===== config.mk =====
export PLATFORM = sky130hd
export DESIGN_NAME = mft_ctrl
export DESIGN_NICKNAME = d
export VERILOG_FILES = /design/src/rtl/mft_pkg.sv /design/src/rtl/mft_ctrl.sv
export SDC_FILE = /design/constraint.sdc
export NUM_CORES = 1
export LEC_CHECK = 0
export ABC_AREA = 0
export ABC_CLOCK_PERIOD_IN_PS = 1100
export BUFFER_PORTS_ARGS = -buffer_cell sky130_fd_sc_hd__buf_2
export CORE_AREA = 4 4 41 43
export CTS_CLUSTER_DIAMETER = 120
export CTS_CLUSTER_SIZE = 30
export DETAILED_ROUTE_END_ITERATION = 16
export DIE_AREA = 0 0 45 47
export HOLD_SLACK_MARGIN = 0.06
export PLACE_DENSITY = 0.3
export SETUP_SLACK_MARGIN = 0.1
export SLEW_MARGIN = 5
export SYNTH_ARGS = -nofsm -noshare
export SYNTH_HDL_FRONTEND = slang
export SYNTH_SLANG_ARGS = --single-unit

===== constraint.sdc =====
create_clock -name i_clk -period 1.1 [get_ports i_clk]
set_input_delay 0.055 -clock i_clk [delete_from_list [all_inputs] [get_ports i_clk]]
set_output_delay 0.055 -clock i_clk [all_outputs]
set_load 0.02 [all_outputs]

===== src/rtl/mft_pkg.sv =====
`timescale 1ns / 1ps
package mft_pkg;

    localparam int unsigned DefEntries     = 64;
    localparam int unsigned DefIgnoreSlots = 4;
    localparam int unsigned IgnoreRegs     = 4;

    localparam logic [1:0] CMD_PACKET = 2'd0;
    localparam logic [1:0] CMD_ADD    = 2'd1;
    localparam logic [1:0] CMD_REMOVE = 2'd2;
    localparam logic [1:0] CMD_CHANGE = 2'd3;

    localparam logic [2:0] VER_UNKNOWN = 3'd0;
    localparam logic [2:0] VER_1_0     = 3'd1;
    localparam logic [2:0] VER_1_3     = 3'd4;

    localparam logic [2:0] CFG_IGN_COUNT = 3'd0;
    localparam logic [2:0] CFG_IGN_TYPE0 = 3'd1;
    localparam logic [2:0] CFG_IGN_TYPE3 = 3'd4;

    localparam logic [3:0] V_FORWARD         = 4'd0;
    localparam logic [3:0] V_IGNORED         = 4'd1;
    localparam logic [3:0] V_BROADCAST       = 4'd2;
    localparam logic [3:0] V_UNKNOWN         = 4'd3;
    localparam logic [3:0] V_VER_UNKNOWN     = 4'd4;
    localparam logic [3:0] V_VER_UNSUPPORTED = 4'd5;
    localparam logic [3:0] V_INSERTED        = 4'd6;
    localparam logic [3:0] V_MODIFIED        = 4'd7;
    localparam logic [3:0] V_REMOVED         = 4'd8;
    localparam logic [3:0] V_ABSENT          = 4'd9;
    localparam logic [3:0] V_FULL            = 4'd10;

    localparam logic [47:0] BCAST_MAC = 48'hFFFF_FFFF_FFFF;

    // controller -> datapath
    typedef struct packed {
        logic load;    // latch item, start table scan
        logic finish;  // resolve verdict, update table, load output
    } t_ctl;

    // datapath -> controller
    typedef struct packed {
        logic scan_done;
        logic out_busy;
    } t_sts;

endpackage


===== src/rtl/mft_ctrl.sv =====
`timescale 1ns / 1ps
module mft_ctrl
    import mft_pkg::*;
(
    input  logic i_clk,
    input  logic i_rst_n,
    input  logic i_valid,
    output logic o_ready,
    input  t_sts i_sts,
    output t_ctl o_ctl
);

    localparam logic [1:0] S_IDLE = 2'd0;
    localparam logic [1:0] S_SCAN = 2'd1;
    localparam logic [1:0] S_DONE = 2'd2;

    logic [1:0] r_state;
    logic [1:0] n_state;

    assign o_ready      = (r_state == S_IDLE);
    assign o_ctl.load   = (r_state == S_IDLE) && i_valid;
    assign o_ctl.finish = (r_state == S_DONE) && !i_sts.out_busy;

    always_comb begin
        n_state = r_state;
        unique case (r_state)
            S_IDLE: if (i_valid) n_state = S_SCAN;
            S_SCAN: if (i_sts.scan_done) n_state = S_DONE;
            S_DONE: if (!i_sts.out_busy) n_state = S_IDLE;
            default: n_state = S_IDLE;
        endcase
    end

    always_ff @(posedge i_clk) begin
        if (!i_rst_n) begin
            r_state <= S_IDLE;
        end else begin
            r_state <= n_state;
        end
    end

endmodule


# Word-level counts from Yosys, hierarchy flattened
# Index checks and enable logic that the tools add are counted.
dict set report classes {
  eq_ne 5
  reduce_logical 5
  n_mux 4
}
# op n
set ops {}
lappend ops {{$mux 2} 3}
lappend ops {{$ne 2x2->1 const B} 3}
lappend ops {{$pmux 2 s3} 1}
lappend ops {{$reduce_and 3->1} 1}
lappend ops {{$eq 2x1->1 const B} 1}
lappend ops {{$eq 2x2->1 const B} 1}
lappend ops {{$logic_and 1x1->1} 2}
lappend ops {{$logic_not 2->1} 1}
lappend ops {{$logic_not 1->1} 1}
dict set report totals {
  output_inout_bits 3
  regBits 2
}

# Logic depth before layout (Yosys ltp)
# Gate-level depths: netlist (run 1).
dict set report depth {
  ltp_word 3
  depth_mapped 2
  depth_no_buf 2
}

# Least setup slack after synthesis (run 1)
# Ideal clock, no wire load.
dict set report synth_path {
  path_kind {reg-to-output}
  start {register r_state[0]}
  end {output port o_ctl[1] in the netlist's numbering}
  n_path_buf 0
  arrival_ns 0.934
  path_slack_ns 0.111
  path_stages_with_launch 3
  required_time_ns 1.045
  cell_sequence {dfxtp_1 > nor2_1 > and2_1}
}
# element line
set synth_lines {}
lappend synth_lines {{from (decl)} mft_ctrl.sv:17} ;# logic [1:0] r_state;
lappend synth_lines {{from (signal assigned)} mft_ctrl.sv:38} ;# r_state <= n_state;
lappend synth_lines {{to (decl)} mft_ctrl.sv:10} ;# output t_ctl o_ctl

==> results.sh, run 1 <==
export IMPL_routabilityCongestion=0.579
export IMPL_grt_pass1_wl_um=483
export IMPL_drt_iter0_markers=1
export IMPL_pwr_share_comb=0.191
export IMPL_die_area_um2=2120
export IMPL_switching_power_w=0.0000711
export IMPL_path_max_fanout=5
export IMPL_crit_type="flop to output port"
export IMPL_core_area_um2=1300
export IMPL_htreeDepth=1
export IMPL_hold_start="i_valid"
export IMPL_required_ps=1040
export IMPL_startpoint="r_state[0]"
export IMPL_clkPwrFrac=0.524
export IMPL_yosys_warnings=0
export IMPL_drive_gt1_frac=0.739
export IMPL_hold_class="input pin to flop"
export IMPL_via_count=127
export IMPL_tightest_slew_ps=110
export IMPL_slew_violations=0
export IMPL_fmax_ghz=1.02
export IMPL_portBuffers=7
export IMPL_synth_seq_cells=2
export IMPL_leakagePower_nw=0.0869
export IMPL_setup_worst_path_end_class="output port"
export IMPL_r2r_end="r_state[0]"
export IMPL_final_cells=38
export IMPL_ir_worst_vdd_mv=0.435
export IMPL_crit_path_start_kind="flop"
export IMPL_seqPwrFrac=0.285
export IMPL_hpwlAfterDp_um=222
export IMPL_vias_per_cell=3.34
export IMPL_setup_violations=0
export IMPL_largest_reg_flops=2
export IMPL_cts_tree="built"
export IMPL_holdWs_ps=98.2
export IMPL_place_inst=35
export IMPL_clock_root_buffer="clkbuf_4"
export IMPL_synth_ff_type="dfxtp_1"
export IMPL_insertion_delay_ps=220
export IMPL_regMostFlops="r_state"
export IMPL_final_nets=30
export IMPL_yosys_cell_count_top_type="nand2b_1"
export IMPL_period_needed_ps=982
export IMPL_r2r_start="r_state[0]"
export IMPL_yosysTopAreaCell="dfxtp_1"
export IMPL_synth_cell_types=9
export IMPL_top_regs="r_state x2"
export IMPL_rows=13
export IMPL_slew_headroom=0.926
export IMPL_synth_common_cells="nand2b_1, dfxtp_1, nor2_1"
export IMPL_grt_usage=0.0362
export IMPL_die_h_um=47
export IMPL_place_area_um2=161
export IMPL_ant_nets=0
export IMPL_r2r_worst_path_cells=2
export IMPL_start_util=0.0827
export IMPL_multi_input_area_um2=90.1
export IMPL_grt_overflow=0
export IMPL_netSwitchingFraction=0.239
export IMPL_synth_area_top_cells="dfxtp_1, nand2b_1, a21oi_2"
export IMPL_fill_cells=157
export IMPL_syn_num_nets=18
export IMPL_drc=0
export IMPL_clock_skew_final_ps=4.12
export IMPL_regArea_um2=45.0
export IMPL_fin_tns_setup_ps=0
export IMPL_crit_end="o_ctl[0]"
export IMPL_cellPowerDensity_nw_per_um2=1350
export IMPL_synth_edf_count=0
export IMPL_p_int_w=0.000227
export IMPL_cap_violations=0
export IMPL_antenna_found_initial=0
export IMPL_ctsLongestPathBuffers=2
export IMPL_wl_per_cell_um=7.47
export IMPL_wl_um=284
export IMPL_grt_max_degree=6
export IMPL_insertedDiodeCount=0
export IMPL_rsz0062_at_grt="true"
export IMPL_first_pass_iters=2
export IMPL_fin_crit_sh=0.892
export IMPL_cts_buffers=3
export IMPL_synth_area_um2=108
export IMPL_power_total_w=0.000298
export IMPL_synthArstFlopShare=0
export IMPL_pin_count=8
export IMPL_grt_pass1_vias=132
export IMPL_area_growth_pct=105
export IMPL_status="finished clean"
export IMPL_fin_area_um2=220
export IMPL_seq_area_frac_synth=0.372
export IMPL_synth_area_per_cell_um2=8.28
export IMPL_cts_sinks=2
export IMPL_synth_top_cell_area_share=0.372
export IMPL_clkSlewWorstSetupHoldPaths_ps=30
export IMPL_worstPathArrival_ps=930
export IMPL_syn_inst=13
export IMPL_die_x_um=45
export IMPL_r2r_setup_slack_ps=390
export IMPL_hold_viol_final=0
## layer usage
metal | wire [um] | vias up | share of wire | track usage
li1 | - | 66 | - | -
met1 | 110 | 53 | 0.39 | 0.0338
met2 | 130 | 8 | 0.46 | 0.0452
met3 | 42 | 0 | 0.15 | 0.0230
met4 | 0 | 0 | 0 | 0.0526
met5 | 0 | - | 0 | 0
## worst min path at each step
| stage | to | slack (ps) | depth (start not counted) |
|---|---|---|---|
| floorplan | r_state[1] | 190 | 2 |
| global placement | r_state[1] | 310 | 3 |
| detailed placement | r_state[1] | 310 | 3 |
| CTS | r_state[1] | 80 | 3 |
| global route | r_state[0] | 110 | 3 |
| finish | r_state[0] | 100 | 3 |
## placed cells by master, fill, tap and decap left out
master    netlist  final
a21oi_2         1      1
and2_1          1      1
buf_2           0      5
buf_4           0      1
buf_6           0      1
clkbuf_4        0      3
dfxtp_2         0      1
dfxtp_4         0      1
nand2_1         1      1
nand2b_1        3      2
nand2b_2        1      1
nand2b_4        0      1
nand4b_1        1      1
nor2_4          0      2
o21ai_1         1      1
## final cells by class
| type | count | area share |
|---|---|---|
| multi-input combinational | 11 | 0.409 |
| tap | 15 | 0.0852 |
| clock buffer | 3 | 0.102 |
| sequential | 2 | 0.205 |
| timing repair buffer | 7 | 0.199 |
## critical path, cell delays in order, from the launching register on
cell	delay, ps
dfxtp_2	330
nand2b_4	160
nor2_4	100
buf_6	110
## cell families (layout without fill, tap and decap cells)
logic type,after synthesis,in the layout,share of synthesized area
buffers and inverters,0,10,0
AO/OA/AOI/OAI,2,2,0.128
flip-flops,2,2,0.372
AND/OR/NAND/NOR,9,9,0.500
## stage by stage
| step | setup WS (ps) | util |
|---|---|---|
| after floorplan | 111 | - |
| after global placement | 312 | 0.124 |
| after detailed placement | 310 | 0.124 |
| after CTS | 82.6 | 0.145 |
| after global routing | 62.5 | 0.169 |
| final | 118 | 0.169 |
## power groups by stage
stage	logic, W	registers [W]	clock network [W]
after floorplan	0.0000290	0.0000820	0
after detailed placement	0.0000476	0.0000829	0
after global routing	0.0000628	0.0000863	0.000167
final	0.0000569	0.0000848	0.000156
after CTS	0.0000501	0.0000820	0.000167
after global placement	0.0000476	0.0000829	0
## what timing repair did
item	in CTS	in global routing
cloned	0	0
hold buffers	0	0
endpoints found under the setup margin	2	2
gates resized for setup	2	9
hold endpoints to repair	0	0
buffers inserted	0	0
pin swaps	1	1
Power figures use the tool's default switching activity.
==> run 2, diff against run 1 <==
Settings changed: GPL_TIMING_DRIVEN from default to 0, TNS_END_PERCENT from default to 100.
==> run 2 against run 1 <==
  * Sequential share of layout area fell by 0.35 points
  * Largest power group unchanged
  * Register-to-register slack got worse by 100 ps
  * Power rose by 3.9%
  * Count of clock-buffer cells in the layout did not move
  * Worst setup slack barely moved
  * Final cell count rose by 2.6%
  * Critical path type unchanged
==> results.sh, run 2 (synthesis results as in run 1) <==
export IMPL_status="finished clean"
export IMPL_cts_buffers=3
export IMPL_portBuffers=7
export IMPL_holdWs_ps=91.2
export IMPL_place_area_um2=161
export IMPL_wl_um=336
export IMPL_die_h_um=47
export IMPL_place_inst=35
export IMPL_ctsLongestPathBuffers=2
export IMPL_period_needed_ps=982
export IMPL_crit_chain="nand2b_4 > nor2_4 > buf_6"
export IMPL_ant_nets=0
export IMPL_layout_common_cells="buf_2, clkbuf_4"
export IMPL_clock_root_buffer="clkbuf_4"
export IMPL_layout_commonest_cell="buf_2"
export IMPL_r2r_setup_slack_ps=290
export IMPL_regMostFlops="r_state"
export IMPL_required_ps=1040
export IMPL_fin_area_um2=236
export IMPL_clock_skew_final_ps=5.59
export IMPL_grt_overflow=0
export IMPL_final_nets=31
export IMPL_routabilityCongestion=0.595
export IMPL_cts_sinks=2
export IMPL_tightest_slew_ps=88.9
export IMPL_start_util=0.0827
export IMPL_core_area_um2=1300
export IMPL_htreeDepth=1
export IMPL_largest_reg_flops=2
export IMPL_fmax_ghz=1.02
export IMPL_pin_count=8
export IMPL_via_count=126
export IMPL_leakagePower_nw=0.0951
export IMPL_fin_tns_setup_ps=0
export IMPL_antenna_found_initial=0
export IMPL_die_x_um=45
export IMPL_insertedDiodeCount=0
export IMPL_crit_type="flop to output port"
export IMPL_setup_violations=0
export IMPL_slew_violations=0
export IMPL_fin_crit_sh=0.893
export IMPL_slowest_stage="dfxtp_4"
export IMPL_grt_pass1_wl_um=496
export IMPL_die_area_um2=2120
export IMPL_max_stage_delay_ps=350
export IMPL_crit_path_start_kind="flop"
export IMPL_wl_per_cell_um=8.62
export IMPL_hold_viol_final=0
export IMPL_hold_class="input pin to flop"
export IMPL_rows=13
export IMPL_insertion_delay_ps=220
export IMPL_clkSlewWorstSetupHoldPaths_ps=30
export IMPL_slew_headroom=0.940
export IMPL_worstPathArrival_ps=930
export IMPL_cts_hold_buf=0
export IMPL_area_growth_pct=120
export IMPL_grt_pass1_vias=132
export IMPL_path_max_fanout=5
export IMPL_drive_gt1_frac=0.792
export IMPL_rsz0062_at_grt="true"
export IMPL_drt_iter0_markers=0
export IMPL_power_total_w=0.000309
export IMPL_cts_tree="built"
export IMPL_vias_per_cell=3.23
export IMPL_cap_violations=0
export IMPL_setup_worst_path_end_class="output port"
export IMPL_drc=0
export IMPL_grt_usage=0.0363
export IMPL_top_regs="r_state x2"
export IMPL_first_pass_iters=1
export IMPL_cellPowerDensity_nw_per_um2=1310
export IMPL_final_cells=39
export IMPL_grt_max_degree=6
export IMPL_ir_worst_vdd_mv=0.305
==> run 2: cell count changes in the layout (fill, tap and decap cells not counted), sizes merged <==
cell  delta
buf      +1
==> run 2: worst paths after layout <==
path	endpoint	depth (start not counted)	startpoint
worst max-delay path	o_ctl[0]	3	r_state[0]
worst min register to register	r_state[0]	2	r_state[0]
worst min-delay path	r_state[1]	3	i_rst_n
worst max register to register	r_state[1]	3	r_state[0]
==> run 2: through the flow <==
step	util	setup slack (ps)
6_report	0.182	118
5_1_grt	0.182	89.4
4_1_cts	0.163	101
3_5_place_dp	0.124	292
3_3_place_gp	0.124	311
2_1_floorplan	-	111
==> run 2: timing repair <==
| item | 4_1_cts | 5_1_grt |
|---|---|---|
| pin swaps | 1 | 1 |
| resized for setup | 9 | 5 |
| setup endpoints to repair | 2 | 2 |
| buffers inserted | 0 | 1 |
==> run 2: worst max-delay path, delay by kind of cell (launching register included) <==
family        cells  cell delay [ps]
simple gates      2              230
flops             1              350
buf+inv           1              120
==> run 2: cell type report <==
class	count	area [um^2]
Clock buffer	3	22.5
Fill cell	162	1060
Timing Repair Buffer	8	55.1
Multi-Input combinational cell	11	92.6
Sequential cell	2	47.5
Tap cell	15	18.8
==> run 2: per-layer routing <==
metal | routed length [um] | track usage
met3 | 34 | 0.0153
met4 | 0 | 0.0526
met2 | 159 | 0.0424
met5 | 0 | 0
met1 | 142 | 0.0408
==> run 2: where the power goes <==
group / total, W / switching (W) / internal, W / leakage, nW
Sequential: 0.0000845 / 0.00000799 / 0.0000765 / 0.0178
Clock: 0.000160 / 0.0000395 / 0.000120 / 0.0138
Combinational: 0.0000650 / 0.0000290 / 0.0000361 / 0.0635
Total: 0.000309 / 0.0000765 / 0.000233 / 0.0951
==> run 3, diff against run 2 <==
Settings changed: ABC_CLOCK_PERIOD_IN_PS 1100 to 900.
Clock period 1.1 ns to 0.9 ns, I/O delays scaled along.
==> run 3 against run 2 <==
  * The flow now finishes with violations (setup timing)
  * Power grew 27%
  * Worst setup slack worse by 180 ps
  * First-iteration DRC count up 2
  * Register-to-register slack got worse by 190 ps
  * Final cell count is 2.6% higher
  * Critical path depth stayed put
  * Utilization up 1.3 points
  * Via count grew 7.9%
  * Clock skew is 3.9 ps lower
  * Sequential power increased by 21%
  * Global-route usage is 1.1 points higher
  * Critical endpoint is now o_ctl[1]
==> results.sh, run 3 (synthesis results as in run 1) <==
export IMPL_status="finished, violations left"
export IMPL_failed_checks="setup timing"
export IMPL_drive_gt1_frac=0.760
export IMPL_seqPwrFrac=0.260
export IMPL_top_regs="r_state x2"
export IMPL_fill_cells=147
export IMPL_tightest_slew_ps=83.5
export IMPL_whs_path_depth=3
export IMPL_wl_um=321
export IMPL_slew_violations=0
export IMPL_drc=0
export IMPL_cts_sinks=2
export IMPL_crit_path_start_kind="flop"
export IMPL_clkPwrFrac=0.500
export IMPL_fin_tns_setup_ps=-111
export IMPL_ir_worst_vdd_mv=0.576
export IMPL_grt_pass1_wl_um=600
export IMPL_vias_per_cell=3.40
export IMPL_core_area_um2=1300
export IMPL_fin_crit_sh=1.06
export IMPL_setup_violations=2
export IMPL_area_growth_pct=136
export IMPL_grt_usage=0.0473
export IMPL_cap_violations=0
export IMPL_die_area_um2=2120
export IMPL_cts_buffers=3
export IMPL_fin_area_um2=254
export IMPL_die_h_um=47
export IMPL_regArea_um2=47.5
export IMPL_pwr_share_comb=0.240
export IMPL_place_area_um2=170
export IMPL_crit_type="flop to output port"
export IMPL_worstPathArrival_ps=910
export IMPL_largest_reg_flops=2
export IMPL_hold_viol_final=0
export IMPL_final_nets=32
export IMPL_insertedDiodeCount=0
export IMPL_start_util=0.0827
export IMPL_layout_setup_ws_ps=-57.4
export IMPL_netSwitchingFraction=0.247
export IMPL_setup_worst_path_end_class="output port"
export IMPL_clkSlewWorstSetupHoldPaths_ps=30
export IMPL_max_stage_delay_ps=340
export IMPL_rsz0062_at_grt="true"
export IMPL_switching_power_w=0.0000968
export IMPL_fmax_ghz=1.04
export IMPL_grt_pass1_vias=149
export IMPL_r2r_start="r_state[0]"
export IMPL_hold_class="input pin to flop"
export IMPL_first_pass_iters=3
export IMPL_antenna_found_initial=0
export IMPL_r2r_worst_path_cells=3
export IMPL_htreeDepth=1
export IMPL_die_x_um=45
export IMPL_grt_overflow=0
export IMPL_leakagePower_nw=0.103
export IMPL_r2r_end="r_state[0]"
export IMPL_slowest_stage="dfxtp_4"
export IMPL_clock_root_buffer="clkbuf_4"
export IMPL_required_ps=850
export IMPL_hold_start="i_rst_n"
export IMPL_routabilityCongestion=0.568
export IMPL_insertion_delay_ps=220
export IMPL_r2r_setup_slack_ps=100
export IMPL_grt_max_degree=5
export IMPL_ant_nets=0
export IMPL_via_count=136
export IMPL_cts_tree="built"
export IMPL_wl_per_cell_um=8.03
export IMPL_portBuffers=7
export IMPL_regMostFlops="r_state"
export IMPL_layout_commonest_cell="buf_2"
export IMPL_slew_headroom=0.944
export IMPL_crit_chain="nor2_4 > and2_4 > buf_6"
export IMPL_rows=13
export IMPL_cellPowerDensity_nw_per_um2=1540
export IMPL_clock_skew_final_ps=1.69
export IMPL_ctsLongestPathBuffers=2
export IMPL_drt_iter0_markers=2
export IMPL_pin_count=8
export IMPL_layout_common_cells="buf_2, clkbuf_4"
export IMPL_path_max_fanout=3
export IMPL_worstHoldEndpoint="r_state[0]"
export IMPL_p_int_w=0.000295
export IMPL_period_needed_ps=957
export IMPL_multi_input_area_um2=97.6
## run 3: cell count changes in the layout (fill, tap and decap cells not counted)
cell / delta
nand2b_2: -1
buf_4: +1
nand2b_4: +1
dlygate4sd3_1: +1
buf_2: -1
## run 3: cell type report
cell class,count,area share
multi-input cells,11,0.384
repair buffers,9,0.266
flip-flops and latches,2,0.187
clock buffers,3,0.0887
well taps,15,0.0739
## run 3: worst max-delay path by stage
stage	start	to	slack (ps)	cells after the start
6_report	r_state[0]	o_ctl[1]	-60	3
2_1_floorplan	r_state[0]	o_ctl[0]	70	2
4_1_cts	r_state[0]	o_ctl[0]	-90	3
3_3_place_gp	r_state[0]	o_ctl[1]	80	3
3_5_place_dp	r_state[0]	o_ctl[1]	70	3
5_1_grt	r_state[0]	o_ctl[1]	-110	3
## run 3: repair_timing
action,in CTS,in global routing
resized for setup,11,3
pin swaps,1,0
hold endpoints to repair,1,0
buffers inserted,1,0
endpoints found under the setup margin,3,4
hold buffers,1,0
## run 3: metrics by stage
step                hold WS, ps  power [W]  cells  utilization  setup slack, ps
floorplan                   170   0.000142     13            -             73.6
global placement            296   0.000165     35        0.131             76.8
detailed placement          301   0.000165     35        0.131             71.6
CTS                        69.2   0.000405     40        0.187            -92.4
global route               76.9   0.000440     40        0.195             -111
finish                     81.4   0.000392     40        0.195            -57.4
## run 3: worst max-delay path: cells and delay by family, from the launching register on
| kind | cells | cell delay, ps |
|---|---|---|
| buf+inv | 1 | 100 |
| flops | 1 | 340 |
| simple gates | 2 | 240 |
## run 3: power by group through the flow
| stage | registers (W) | logic, W | clock network [W] |
|---|---|---|---|
| finish | 0.000102 | 0.0000940 | 0.000196 |
| global route | 0.000103 | 0.000101 | 0.000237 |
| CTS | 0.000102 | 0.0000901 | 0.000213 |
| detailed placement | 0.000105 | 0.0000609 | 0 |
| global placement | 0.000104 | 0.0000605 | 0 |
| floorplan | 0.000103 | 0.0000394 | 0 |
## run 3: routing by layer
| metal | GRT usage | part of all wire | routed length, um | vias to the layer above |
|---|---|---|---|---|
| met5 | 0 | 0 | 0 | - |
| met4 | 0.0175 | 0 | 0 | 0 |
| met3 | 0.0690 | 0.18 | 58 | 0 |
| met2 | 0.0452 | 0.30 | 95 | 11 |
| met1 | 0.0519 | 0.52 | 167 | 58 |
| li1 | - | - | - | 67 |
